==> config.mk <==
export PLATFORM = sky130hd
export DESIGN_NAME = bitmap_first_fit_allocator_top_flat
export DESIGN_NICKNAME = d
export VERILOG_FILES = /design/src/rtl/core/bfa_pkg.sv /design/src/rtl/core/bfa_req_if.sv /design/src/rtl/core/bfa_rsp_if.sv /design/src/rtl/core/bfa_map_ram.sv /design/src/rtl/core/bfa_cfg_regs.sv /design/src/rtl/core/bfa_ctrl.sv /design/src/rtl/core/bitmap_first_fit_allocator_top.sv /design/src/flat_wrapper.sv
export SDC_FILE = /design/constraint.sdc
export NUM_CORES = 1
export LEC_CHECK = 0
export BUFFER_PORTS_ARGS = -buffer_cell sky130_fd_sc_hd__buf_2
export CORE_MARGIN = 1
export CORE_UTILIZATION = 31
export CTS_CLUSTER_SIZE = 12
export DETAILED_ROUTE_END_ITERATION = 8
export PLACE_DENSITY = 0.45
export SLEW_MARGIN = 10
export SYNTH_ARGS = -nofsm -noshare
export SYNTH_HDL_FRONTEND = slang
export SYNTH_SLANG_ARGS = --single-unit
==> constraint.sdc <==
create_clock -name i_clk -period 8.99 [get_ports i_clk]
set_clock_uncertainty 0.2 [all_clocks]
set_input_delay 1.3485 -clock i_clk [delete_from_list [all_inputs] [get_ports i_clk]]
set_output_delay 1.3485 -clock i_clk [all_outputs]
set_load 0.005 [all_outputs]
==> src/rtl/core/bfa_pkg.sv <==
package bfa_pkg;

    localparam int NUM_ENTRIES = 128;
    localparam int WORD_W      = 32;
    localparam int NUM_WORDS   = NUM_ENTRIES / WORD_W;
    localparam int WADDR_W     = $clog2(NUM_WORDS);
    localparam int BIT_W       = $clog2(WORD_W);
    localparam int IDX_W       = $clog2(NUM_ENTRIES);
    localparam int NUM_W       = 8;
    localparam int OP_W        = 2;
    localparam int CFG_W       = 8;
    localparam int PDATA_W     = 32;
    localparam int PADDR_W     = 3;

    localparam logic [CFG_W-1:0] FIRST_RESET = CFG_W'(1);
    localparam logic [CFG_W-1:0] LAST_RESET  = CFG_W'(128);

    typedef enum logic [OP_W-1:0] {
        OP_ALLOC   = 2'd0,
        OP_RELEASE = 2'd1,
        OP_MARK    = 2'd2,
        OP_QUERY   = 2'd3
    } t_op;

    typedef enum logic [0:0] {
        REG_FIRST = 1'b0,
        REG_LAST  = 1'b1
    } t_reg_idx;

    typedef struct packed {
        logic [CFG_W-1:0] first_searchable;
        logic [CFG_W-1:0] last_searchable;
    } t_cfg;

    typedef struct packed {
        logic               rd_en;
        logic [WADDR_W-1:0] rd_addr;
        logic               wr_en;
        logic [WADDR_W-1:0] wr_addr;
        logic [WORD_W-1:0]  wdata;
    } t_ram_req;

    typedef struct packed {
        logic [NUM_W-1:0] free_total;
        logic             in_eval;
    } t_stat;

endpackage

==> src/rtl/core/bfa_req_if.sv <==
interface bfa_req_if import bfa_pkg::*; ();
    logic             valid;
    logic             ready;
    t_op              op;
    logic [NUM_W-1:0] entry_number;

    modport source (output valid, output op, output entry_number, input ready);
    modport sink (input valid, input op, input entry_number, output ready);
endinterface

==> src/rtl/core/bfa_rsp_if.sv <==
interface bfa_rsp_if import bfa_pkg::*; ();
    logic             valid;
    logic             ready;
    logic [NUM_W-1:0] result_number;
    logic             was_in_use;
    logic [NUM_W-1:0] free_left;
    logic             bad_number;

    modport source (
        output valid, output result_number, output was_in_use,
        output free_left, output bad_number, input ready
    );
    modport sink (
        input valid, input result_number, input was_in_use,
        input free_left, input bad_number, output ready
    );
endinterface

==> src/rtl/core/bfa_map_ram.sv <==
module bfa_map_ram import bfa_pkg::*; (
    input  logic              i_clk,
    input  logic              i_rst_n,
    input  t_ram_req          i_req,
    output logic [WORD_W-1:0] o_rdata
);

    logic [WORD_W-1:0]    r_mem [NUM_WORDS];
    logic [NUM_WORDS-1:0] r_row_valid;
    logic [WORD_W-1:0]    r_rdata;
    logic                 r_rd_hit;

    always_ff @(posedge i_clk) begin
        if (i_req.wr_en) begin
            r_mem[i_req.wr_addr] <= i_req.wdata;
        end
        if (i_req.rd_en) begin
            r_rdata  <= r_mem[i_req.rd_addr];
            r_rd_hit <= r_row_valid[i_req.rd_addr];
        end
    end

    always_ff @(posedge i_clk) begin
        if (!i_rst_n) begin
            r_row_valid <= '0;
        end else if (i_req.wr_en) begin
            r_row_valid[i_req.wr_addr] <= 1'b1;
        end
    end

    assign o_rdata = r_rd_hit ? r_rdata : '0;

endmodule

==> src/rtl/core/bfa_cfg_regs.sv <==
module bfa_cfg_regs import bfa_pkg::*; (
    input  logic               i_clk,
    input  logic               i_rst_n,
    input  logic               psel,
    input  logic               penable,
    input  logic               pwrite,
    input  logic [PADDR_W-1:0] paddr,
    input  logic [PDATA_W-1:0] pwdata,
    output logic [PDATA_W-1:0] prdata,
    output logic               pready,
    output t_cfg               o_cfg
);

    logic [CFG_W-1:0] r_first;
    logic [CFG_W-1:0] r_last;
    t_reg_idx         reg_idx;
    logic             wr_hit;

    assign reg_idx = t_reg_idx'(paddr[PADDR_W-1]);
    assign wr_hit  = psel && penable && pwrite;
    assign pready  = 1'b1;

    always_ff @(posedge i_clk) begin
        if (!i_rst_n) begin
            r_first <= FIRST_RESET;
            r_last  <= LAST_RESET;
        end else if (wr_hit) begin
            case (reg_idx)
                REG_FIRST: r_first <= pwdata[CFG_W-1:0];
                REG_LAST:  r_last  <= pwdata[CFG_W-1:0];
                default:   r_first <= r_first;
            endcase
        end
    end

    always_comb begin
        case (reg_idx)
            REG_FIRST: prdata = PDATA_W'(r_first);
            REG_LAST:  prdata = PDATA_W'(r_last);
            default:   prdata = '0;
        endcase
    end

    assign o_cfg.first_searchable = r_first;
    assign o_cfg.last_searchable  = r_last;

endmodule

==> src/rtl/core/bfa_ctrl.sv <==
module bfa_ctrl import bfa_pkg::*; (
    input  logic              i_clk,
    input  logic              i_rst_n,
    input  t_cfg              i_cfg,
    bfa_req_if.sink           i_req,
    bfa_rsp_if.source         o_rsp,
    output t_ram_req          o_ram,
    input  logic [WORD_W-1:0] i_ram_rdata,
    output t_stat             o_stat
);

    typedef enum logic [3:0] {
        S_IDLE = 4'b0001,
        S_READ = 4'b0010,
        S_EVAL = 4'b0100,
        S_DONE = 4'b1000
    } t_state;

    t_state             r_state, n_state;
    t_op                r_op, n_op;
    logic [NUM_W-1:0]   r_num, n_num;
    logic [WADDR_W-1:0] r_word, n_word;
    logic [BIT_W-1:0]   r_bit, n_bit;
    logic [IDX_W-1:0]   r_lo0, n_lo0;
    logic [IDX_W-1:0]   r_hi0, n_hi0;
    logic [NUM_W-1:0]   r_free, n_free;
    logic [NUM_W-1:0]   r_res_num, n_res_num;
    logic               r_res_was, n_res_was;
    logic               r_res_bad, n_res_bad;
    logic               r_out_valid, n_out_valid;
    logic [NUM_W-1:0]   r_out_num;
    logic               r_out_was;
    logic [NUM_W-1:0]   r_out_free;
    logic               r_out_bad;

    logic [NUM_W-1:0]   lo8, hi8, lo_m1, hi_m1, num_m1;
    logic [IDX_W-1:0]   idx;
    logic               bad_in;
    logic               slot_free;
    logic               load_out;
    logic [WORD_W-1:0]  cand;
    logic               found;
    logic [BIT_W-1:0]   found_pos;
    logic [IDX_W-1:0]   found_idx;
    logic               was;

    assign lo8    = (i_cfg.first_searchable == '0) ? NUM_W'(1) : i_cfg.first_searchable;
    assign hi8    = (i_cfg.last_searchable > NUM_W'(NUM_ENTRIES))
                  ? NUM_W'(NUM_ENTRIES) : i_cfg.last_searchable;
    assign lo_m1  = lo8 - NUM_W'(1);
    assign hi_m1  = hi8 - NUM_W'(1);
    assign num_m1 = i_req.entry_number - NUM_W'(1);
    assign idx    = num_m1[IDX_W-1:0];
    assign bad_in = (i_req.entry_number == '0)
                 || (i_req.entry_number > NUM_W'(NUM_ENTRIES));

    assign slot_free = !r_out_valid || o_rsp.ready;
    assign load_out  = (r_state == S_DONE) && slot_free;

    always_comb begin
        cand      = '0;
        found_pos = '0;
        for (int p = 0; p < WORD_W; p++) begin
            cand[p] = !i_ram_rdata[p]
                   && ({r_word, BIT_W'(p)} >= r_lo0)
                   && ({r_word, BIT_W'(p)} <= r_hi0);
        end
        for (int p = WORD_W - 1; p >= 0; p--) begin
            if (cand[p]) begin
                found_pos = BIT_W'(p);
            end
        end
    end

    assign found     = |cand;
    assign found_idx = {r_word, found_pos};
    assign was       = i_ram_rdata[r_bit];

    always_comb begin
        n_state   = r_state;
        n_op      = r_op;
        n_num     = r_num;
        n_word    = r_word;
        n_bit     = r_bit;
        n_lo0     = r_lo0;
        n_hi0     = r_hi0;
        n_free    = r_free;
        n_res_num = r_res_num;
        n_res_was = r_res_was;
        n_res_bad = r_res_bad;
        o_ram     = '0;

        case (r_state)
            S_IDLE: begin
                if (i_req.valid) begin
                    n_op      = i_req.op;
                    n_num     = i_req.entry_number;
                    n_res_num = i_req.entry_number;
                    n_res_was = 1'b0;
                    n_res_bad = 1'b0;
                    if (i_req.op == OP_ALLOC) begin
                        n_lo0 = lo_m1[IDX_W-1:0];
                        n_hi0 = hi_m1[IDX_W-1:0];
                        n_word = lo_m1[IDX_W-1:BIT_W];
                        if (lo8 > hi8) begin
                            n_res_num = '0;
                            n_state   = S_DONE;
                        end else begin
                            n_state = S_READ;
                        end
                    end else if (bad_in) begin
                        n_res_bad = 1'b1;
                        n_state   = S_DONE;
                    end else begin
                        n_word  = idx[IDX_W-1:BIT_W];
                        n_bit   = idx[BIT_W-1:0];
                        n_state = S_READ;
                    end
                end
            end
            S_READ: begin
                o_ram.rd_en   = 1'b1;
                o_ram.rd_addr = r_word;
                n_state       = S_EVAL;
            end
            S_EVAL: begin
                o_ram.wr_addr = r_word;
                if (r_op == OP_ALLOC) begin
                    if (found) begin
                        o_ram.wr_en = 1'b1;
                        o_ram.wdata = i_ram_rdata | (WORD_W'(1) << found_pos);
                        n_res_num   = NUM_W'(found_idx) + NUM_W'(1);
                        if (r_free != '0) begin
                            n_free = r_free - NUM_W'(1);
                        end
                        n_state = S_DONE;
                    end else if (r_word == r_hi0[IDX_W-1:BIT_W]) begin
                        n_res_num = '0;
                        n_state   = S_DONE;
                    end else begin
                        n_word  = r_word + WADDR_W'(1);
                        n_state = S_READ;
                    end
                end else begin
                    n_res_was = was;
                    case (r_op)
                        OP_RELEASE: begin
                            if (was) begin
                                o_ram.wr_en = 1'b1;
                                o_ram.wdata = i_ram_rdata & ~(WORD_W'(1) << r_bit);
                                n_free      = r_free + NUM_W'(1);
                            end
                        end
                        OP_MARK: begin
                            if (!was) begin
                                o_ram.wr_en = 1'b1;
                                o_ram.wdata = i_ram_rdata | (WORD_W'(1) << r_bit);
                                if (r_free != '0) begin
                                    n_free = r_free - NUM_W'(1);
                                end
                            end
                        end
                        default: begin
                            n_free = r_free;
                        end
                    endcase
                    n_state = S_DONE;
                end
            end
            S_DONE: begin
                if (slot_free) begin
                    n_state = S_IDLE;
                end
            end
            default: begin
                n_state = S_IDLE;
            end
        endcase
    end

    always_comb begin
        n_out_valid = r_out_valid;
        if (o_rsp.ready) begin
            n_out_valid = 1'b0;
        end
        if (load_out) begin
            n_out_valid = 1'b1;
        end
    end

    always_ff @(posedge i_clk) begin
        if (!i_rst_n) begin
            r_state     <= S_IDLE;
            r_free      <= NUM_W'(NUM_ENTRIES);
            r_out_valid <= 1'b0;
        end else begin
            r_state     <= n_state;
            r_free      <= n_free;
            r_out_valid <= n_out_valid;
        end
    end

    always_ff @(posedge i_clk) begin
        r_op      <= n_op;
        r_num     <= n_num;
        r_word    <= n_word;
        r_bit     <= n_bit;
        r_lo0     <= n_lo0;
        r_hi0     <= n_hi0;
        r_res_num <= n_res_num;
        r_res_was <= n_res_was;
        r_res_bad <= n_res_bad;
        if (load_out) begin
            r_out_num  <= r_res_num;
            r_out_was  <= r_res_was;
            r_out_free <= r_free;
            r_out_bad  <= r_res_bad;
        end
    end

    assign i_req.ready         = (r_state == S_IDLE);
    assign o_rsp.valid         = r_out_valid;
    assign o_rsp.result_number = r_out_num;
    assign o_rsp.was_in_use    = r_out_was;
    assign o_rsp.free_left     = r_out_free;
    assign o_rsp.bad_number    = r_out_bad;

    assign o_stat.free_total = r_free;
    assign o_stat.in_eval    = (r_state == S_EVAL);

endmodule

==> src/rtl/core/bitmap_first_fit_allocator_top.sv <==
// Steps: release, mark-used and query with an entry number in range go through read, evaluate
// and done; allocate repeats read and evaluate for each map word scanned (1 to 4); a bad number
// or an empty window goes straight to done. Each map word costs one read and one evaluate step.
// Throughput: one request at a time; the next beat is taken the cycle after the result
// moves into the output register, even while that result still waits.
// Reset: map all free at once (per-row valid bits), free count 128, window 1..128.
module bitmap_first_fit_allocator_top import bfa_pkg::*; (
    input  logic               i_clk,
    input  logic               i_rst_n,
    bfa_req_if.sink            i_req,
    bfa_rsp_if.source          o_rsp,
    input  logic               psel,
    input  logic               penable,
    input  logic               pwrite,
    input  logic [PADDR_W-1:0] paddr,
    input  logic [PDATA_W-1:0] pwdata,
    output logic [PDATA_W-1:0] prdata,
    output logic               pready
);

    t_cfg              cfg;
    t_ram_req          ram_req;
    logic [WORD_W-1:0] ram_rdata;
    t_stat             stat;

    bfa_cfg_regs u_cfg (
        .i_clk   (i_clk),
        .i_rst_n (i_rst_n),
        .psel    (psel),
        .penable (penable),
        .pwrite  (pwrite),
        .paddr   (paddr),
        .pwdata  (pwdata),
        .prdata  (prdata),
        .pready  (pready),
        .o_cfg   (cfg)
    );

    bfa_map_ram u_map (
        .i_clk   (i_clk),
        .i_rst_n (i_rst_n),
        .i_req   (ram_req),
        .o_rdata (ram_rdata)
    );

    bfa_ctrl u_ctrl (
        .i_clk       (i_clk),
        .i_rst_n     (i_rst_n),
        .i_cfg       (cfg),
        .i_req       (i_req),
        .o_rsp       (o_rsp),
        .o_ram       (ram_req),
        .i_ram_rdata (ram_rdata),
        .o_stat      (stat)
    );

    a_free_bound: assert property (@(posedge i_clk) disable iff (!i_rst_n)
        stat.free_total <= NUM_W'(NUM_ENTRIES))
        else $error("free count above pool size");

    a_write_in_eval: assert property (@(posedge i_clk) disable iff (!i_rst_n)
        ram_req.wr_en |-> stat.in_eval)
        else $error("map write outside evaluate step");

    a_no_raw_overlap: assert property (@(posedge i_clk) disable iff (!i_rst_n)
        ram_req.wr_en |=> !(ram_req.rd_en && ram_req.rd_addr == $past(ram_req.wr_addr)))
        else $error("map read right behind write to same row");

    a_bad_not_used: assert property (@(posedge i_clk) disable iff (!i_rst_n)
        (o_rsp.valid && o_rsp.bad_number) |-> !o_rsp.was_in_use)
        else $error("bad number reported as in use");

endmodule

==> src/flat_wrapper.sv <==
// flat-port wrapper written by rule: the top's interface ports become plain ports
module bitmap_first_fit_allocator_top_flat import bfa_pkg::*;
  (i_clk, i_rst_n, psel, penable, pwrite, paddr, pwdata, prdata, pready, i_req_valid, i_req_op, i_req_entry_number, i_req_ready, o_rsp_valid, o_rsp_result_number, o_rsp_was_in_use, o_rsp_free_left, o_rsp_bad_number, o_rsp_ready);
  bfa_req_if i_req_i ();
  bfa_rsp_if o_rsp_i ();
  input  logic i_clk;
  input  logic i_rst_n;
  input  logic psel;
  input  logic penable;
  input  logic pwrite;
  input  logic [PADDR_W-1:0] paddr;
  input  logic [PDATA_W-1:0] pwdata;
  output logic [PDATA_W-1:0] prdata;
  output logic pready;
  input wire logic [$bits(i_req_i.valid)-1:0] i_req_valid;
  input wire logic [$bits(i_req_i.op)-1:0] i_req_op;
  input wire logic [$bits(i_req_i.entry_number)-1:0] i_req_entry_number;
  output wire logic [$bits(i_req_i.ready)-1:0] i_req_ready;
  output wire logic [$bits(o_rsp_i.valid)-1:0] o_rsp_valid;
  output wire logic [$bits(o_rsp_i.result_number)-1:0] o_rsp_result_number;
  output wire logic [$bits(o_rsp_i.was_in_use)-1:0] o_rsp_was_in_use;
  output wire logic [$bits(o_rsp_i.free_left)-1:0] o_rsp_free_left;
  output wire logic [$bits(o_rsp_i.bad_number)-1:0] o_rsp_bad_number;
  input wire logic [$bits(o_rsp_i.ready)-1:0] o_rsp_ready;
  assign i_req_i.valid = i_req_valid;
  assign i_req_i.op = i_req_op;
  assign i_req_i.entry_number = i_req_entry_number;
  assign i_req_ready = i_req_i.ready;
  assign o_rsp_valid = o_rsp_i.valid;
  assign o_rsp_result_number = o_rsp_i.result_number;
  assign o_rsp_was_in_use = o_rsp_i.was_in_use;
  assign o_rsp_free_left = o_rsp_i.free_left;
  assign o_rsp_bad_number = o_rsp_i.bad_number;
  assign o_rsp_i.ready = o_rsp_ready;
  bitmap_first_fit_allocator_top u_core (.i_clk(i_clk), .i_rst_n(i_rst_n), .i_req(i_req_i), .o_rsp(o_rsp_i), .psel(psel), .penable(penable), .pwrite(pwrite), .paddr(paddr), .pwdata(pwdata), .prdata(prdata), .pready(pready));
endmodule
==> impl_metrics.yaml, run 1 <==
route:
  wl_um: 45100
  wirelength_met1_um: 20900
  wl_per_cell_um: 21.9
  routed_via_density: 5.59
  first_iter_violations: 946
  top_layer: "met4"
  vias: 11500
  dr_wl_met2_um: 20600
  dr_wl_met3_um: 2210
  drcViolationCount: 0
  postRouteAntennaNets: 0
  drt_pass1_iterations: 7
yosys:
  synth_cell_types: 98
  ys_ff_latch: 245
  postSynth.asyncResetShare: 0
  avgSynthCellArea_um2: 9.93
  yosysWarnings: 0
  synth_edf_count: 212
  ys.flop_type: "edfxtp_1"
  ys_seq_area_frac: 0.494
  synthCells: 1433
  syn-cell-area_um2: 14200
cells_and_area:
  drive_gt1_frac: 0.122
  areaGrowthSynthToFinish_pct: 11.9
  final_common_cell: "nand2_1"
  fin_area_um2: 15900
  final_cell_mix: "250 x nand2_1, 212 x edfxtp_1, 131 x a21oi_1"
  multi_input_area_um2: 6620
  seq_area_um2: 7030
  final_nets: 1514
  final_core_util: 0.352
  fill_cells: 4623
floorplanning:
  rows: 78
  dieArea_um2: 46800
  start_util: 0.314
  dieHeight_um: 216
  fp.dieW_um: 216
  io_pins: 105
  coreArea_um2: 45300
global_routing:
  grt_pass1_vias: 10900
  grt_max_degree: 67
  grt_pass1_wl_um: 68800
  track_usage: 0.191
  grt_overflow: 0
  antenna_found_initial: 0
critical_path:
  worstRegToRegCells: 11
  end_kind: "flip-flop"
  cp_max_fo: 16
  cp.arrival_ns: 5.97
  cp.required_ns: 9.04
  critical_path_class: "reg -> reg"
  start_kind: "flip-flop"
timing:
  fmax_mhz: 169
  fin_ws_ns: 3.07
  rsz0062_at_grt: "false"
  period_share: 0.659
  setup_viol: 0
  setup_tns_ns: 0
  maxSlewHeadroom: 0.301
  hold_ws_ns: 0.206
  hold_viol: 0
  tightest_slew_ns: 1.04
  fin_crit_ns: 5.92
  finalMaxSlewViolations: 0
placement:
  dp_hpwl_um: 31000
  place_congestion: 0.939
  dp_slack_ns: 3.25
  placed_area_um2: 14900
  numPortBuffers: 53
cts:
  clock-sinks: 245
  tritoncts: "built"
  ctsHoldBuffers: 0
  cts_root_buffer: "clkbuf_16"
  path_clk_slew_ns: 0.06
  htreeDepth: 1
  postCtsSetupRepairBufs: 0
  clock_latency_ns: 0.58
  cts_buffers: 30
  post_cts_resized: 0
  clockBufferDepth: 3
pwr:
  power.density_nw_per_um2: 198
  p_leak_nw: 5.18
  ir_worst_vdd_mv: 0.134
job:
  maxCapViolCount: 0
min_path:
  min_path_type: "reg -> reg"
  min_path_cells: 0
outcome:
  status: "finished clean"
-- where the power goes --
part / internal (mW) / total [mW] / switching, mW
Combinational: 0.198 / 0.647 / 0.449
Sequential: 1.26 / 1.29 / 0.0279
Clock: 0.732 / 1.22 / 0.486
Total: 2.19 / 3.15 / 0.964
-- metrics by stage --
stage / power, mW / cells
after global placement: 1.94 / 2000
after detailed placement: 1.95 / 2000
final: 3.15 / 2057
after global routing: 3.29 / 2056
after CTS: 3.18 / 2056
after floorplan: 1.75 / 1456
-- final timing paths --
path / from / end / slack [ns]
worst min register to register: u_core.u_ctrl.r_res_num[3]$_DFFE_PP_ / u_core.u_ctrl.o_rsp.result_number[3]$_DFFE_PP_ / 0.21
worst max register to register: u_core.u_ctrl.r_word[1]$_DFFE_PP_ / u_core.u_map.r_mem[2][4]$_DFFE_PP_ / 3.07
worst min-delay path: u_core.u_ctrl.r_res_num[3]$_DFFE_PP_ / u_core.u_ctrl.o_rsp.result_number[3]$_DFFE_PP_ / 0.21
worst max-delay path: u_core.u_ctrl.r_word[1]$_DFFE_PP_ / u_core.u_map.r_mem[2][4]$_DFFE_PP_ / 3.07
-- cell type report --
type,count,share of cell area
sequential,245,0.441
multi-input combinational,1054,0.416
clock buffer,36,0.0486
tap,600,0.0471
timing repair buffer,72,0.0256
clock inverter,20,0.0148
inverter,29,0.00684
antenna,1,0.000157
-- cells in the mapped netlist, types with 27 or more instances --
library cell,n,area [um^2]
o21ai_0,44,220
inv_1,27,101
and2_1,46,288
a31oi_1,39,244
nand3_1,38,190
clkbuf_1,70,263
buf_4,27,203
a21oi_1,131,656
dfxtp_1,33,661
ha_1,30,375
a211oi_1,44,330
nand2_1,252,946
edfxtp_1,212,6370
nor2_1,52,195
-- cell families (layout without fill, tap and decap cells) --
| family | count (synthesis) | in the layout | share of synthesized area |
|---|---|---|---|
| DFF | 245 | 245 | 0.494 |
| and+or+nand+nor | 521 | 521 | 0.180 |
| AOI/OAI and AO/OA | 441 | 441 | 0.213 |
| xor gates and xnor gates | 16 | 16 | 0.00985 |
| buffers and inverters | 157 | 157 | 0.0514 |
| muxes | 21 | 21 | 0.0251 |
| other | 2 | 26 | 0.000528 |
| adders and majority gates | 30 | 30 | 0.0264 |
-- sequential cells by signal (all words and copies together), names as in the netlist, 2 cells and up --
| name | cells |
|---|---|
| u_core.u_cfg.r_first | 8 |
| u_core.u_cfg.r_last | 8 |
| u_core.u_ctrl.o_rsp.free_left | 8 |
| u_core.u_ctrl.o_rsp.result_number | 8 |
| u_core.u_ctrl.r_bit | 5 |
| u_core.u_ctrl.r_free | 8 |
| u_core.u_ctrl.r_hi0 | 7 |
| u_core.u_ctrl.r_lo0 | 7 |
| u_core.u_ctrl.r_op | 2 |
| u_core.u_ctrl.r_res_num | 8 |
| u_core.u_ctrl.r_state | 4 |
| u_core.u_ctrl.r_word | 2 |
| u_core.u_map.r_mem | 128 |
| u_core.u_map.r_rdata | 32 |
| u_core.u_map.r_row_valid | 4 |
-- worst max-delay path, stage by stage (launching register included) --
cell and delay (ns):
edfxtp_1 0.62, ha_1 0.39, buf_4 0.20, nor2b_1 0.65, a21oi_1 0.37, mux2_2 0.39
a21o_1 0.20, nor3_1 0.37, nand3_2 0.34, o31ai_2 0.86, nand3_1 0.19, o31ai_1 0.78
-- layer usage --
metal  track usage  up-vias
li1              -     5381
met1         0.270     5700
met2         0.302      357
met3        0.0211       69
met4        0.0634        0
met5             0        -
(Power assumes the default switching activity.)
==> run 2: changes to the inputs <==
--- a/config.mk
+++ b/config.mk
@@ -10,7 +10,7 @@
 export CORE_UTILIZATION = 31
 export CTS_CLUSTER_SIZE = 12
 export DETAILED_ROUTE_END_ITERATION = 8
-export PLACE_DENSITY = 0.45
+export PLACE_DENSITY = 0.46
 export SLEW_MARGIN = 10
 export SYNTH_ARGS = -nofsm -noshare
 export SYNTH_HDL_FRONTEND = slang
==> constraint.sdc (replaced) <==
create_clock -name i_clk -period 5.27 [get_ports i_clk]
set_clock_uncertainty 0.2 [all_clocks]
set_input_delay 0.7905 -clock i_clk [delete_from_list [all_inputs] [get_ports i_clk]]
set_output_delay 0.7905 -clock i_clk [all_outputs]
set_load 0.005 [all_outputs]
==> impl_metrics.yaml, run 2 (synthesized netlist as in run 1, its figures left out) <==
timing:
  rsz0062_at_grt: "false"
  fin_ws_ns: 0.325
  hold_viol: 0
  period_share: 0.938
  fin_crit_ns: 4.94
  hold_ws_ns: 0.220
  setup_tns_ns: 0
  finalMaxSlewViolations: 0
  fmax_mhz: 202
  maxSlewHeadroom: 0.271
  tightest_slew_ns: 1.09
  setup_viol: 0
cts:
  post_cts_resized: 0
  clock-sinks: 245
  htreeDepth: 1
  ctsHoldBuffers: 0
  cts_buffers: 29
  clockBufferDepth: 3
  clock_latency_ns: 0.58
  tritoncts: "built"
  cts_root_buffer: "clkbuf_16"
  path_clk_slew_ns: 0.06
  postCtsSetupRepairBufs: 0
global_routing:
  grt_pass1_wl_um: 69100
  grt-busiest-layer: "met2"
  use_met2: 0.317
  grtUsageMet1: 0.269
  grt_max_degree: 67
  grt_overflow: 0
  gr-usage-met3: 0.0187
  grt_pass1_vias: 11000
  track_usage: 0.193
  antenna_found_initial: 1
critical_path:
  cp.required_ns: 5.52
  end_kind: "flip-flop"
  cp_max_fo: 16
  critical_path_class: "reg -> reg"
  cp.arrival_ns: 5.19
  start_kind: "flip-flop"
  r2r_setup_slack_ns: 0.33
floorplanning:
  io_pins: 105
  dieHeight_um: 216
  start_util: 0.314
  dieArea_um2: 46800
  fp.dieW_um: 216
  rows: 78
  coreArea_um2: 45300
route:
  wl_um: 45700
  first_iter_violations: 1033
  wl_per_cell_um: 21.9
  drt_pass1_iterations: 6
  postRouteAntennaNets: 0
  vias: 11700
  routed_via_density: 5.58
  drcViolationCount: 0
pwr:
  ir_worst_vdd_mv: 0.243
  total_power_mw: 5.28
  p_leak_nw: 5.36
  power.density_nw_per_um2: 326
placement:
  place_congestion: 0.907
  dp_hpwl_um: 32300
  placed_area_um2: 15300
  dp_slack_ns: 0.456
  post-place-cells: 2038
  numPortBuffers: 53
cells_and_area:
  areaGrowthSynthToFinish_pct: 13.9
  fill_cells: 4621
  final_core_util: 0.358
  antenna_cells: 0
  top_register: "u_core.u_map.r_mem"
  final_cell_mix: "250 x nand2_1, 212 x edfxtp_1, 131 x a21oi_1"
  final_nets: 1551
  instances_no_fill: 2091
  drive_gt1_frac: 0.141
  final_common_cell: "nand2_1"
  largest_reg_flops: 128
  fin_area_um2: 16200
  reg_top3: "u_core.u_map.r_mem (128), u_core.u_map.r_rdata (32)"
job:
  maxCapViolCount: 0
min_path:
  min_path_type: "reg -> reg"
outcome:
  status: "finished clean"
## run 2: final cells by class
cell class / instances / area [um^2] / area share
well taps: 600 / 751 / 0.0463
multi-input cells: 1054 / 6640 / 0.410
clock buffers: 43 / 861 / 0.0531
flip-flops and latches: 245 / 7030 / 0.434
clock inverters: 10 / 71.3 / 0.00440
inverters: 29 / 109 / 0.00672
repair buffers: 110 / 743 / 0.0459
## run 2: final timing paths
path,from,to,cells past startpoint
worst max-delay path,u_core.u_ctrl.r_word[0]$_DFFE_PP_,u_core.u_map.r_mem[2][26]$_DFFE_PP_,16
worst min-delay path,u_core.u_ctrl.r_res_num[2]$_DFFE_PP_,u_core.u_ctrl.o_rsp.result_number[2]$_DFFE_PP_,0
worst max register to register,u_core.u_ctrl.r_word[0]$_DFFE_PP_,u_core.u_map.r_mem[2][26]$_DFFE_PP_,16
worst min register to register,u_core.u_ctrl.r_res_num[2]$_DFFE_PP_,u_core.u_ctrl.o_rsp.result_number[2]$_DFFE_PP_,0
## run 2: power breakdown
part           total (mW)  internal, mW  leakage (nW)  switching (mW)
combinational        1.16         0.375          3.03           0.785
sequential           2.19          2.15          1.88          0.0437
clock                1.92          1.13         0.453           0.793
total                5.28          3.65          5.36            1.62
## run 2: metal layers
layer / vias up / routed length (um) / part of all wire
li1: 5484 / - / -
met1: 5750 / 21000 / 0.46
met2: 366 / 21400 / 0.47
met3: 59 / 2200 / 0.048
met4: 0 / 1150 / 0.025
met5: - / 0 / 0
## run 2: worst max-delay path, cell delays in order, from the launching register on
cell      delay, ns
edfxtp_1       0.41
inv_1          0.10
ha_1           0.66
nand2_1        0.26
o21a_1         0.33
mux2_2         0.32
a22oi_2        0.23
o21ai_0        0.11
o211ai_1       0.34
a211oi_1       0.16
o22a_1         0.28
inv_1          0.08
ha_1           0.31
buf_4          0.20
nand3_1        0.07
a311oi_1       0.54
buf_4          0.23
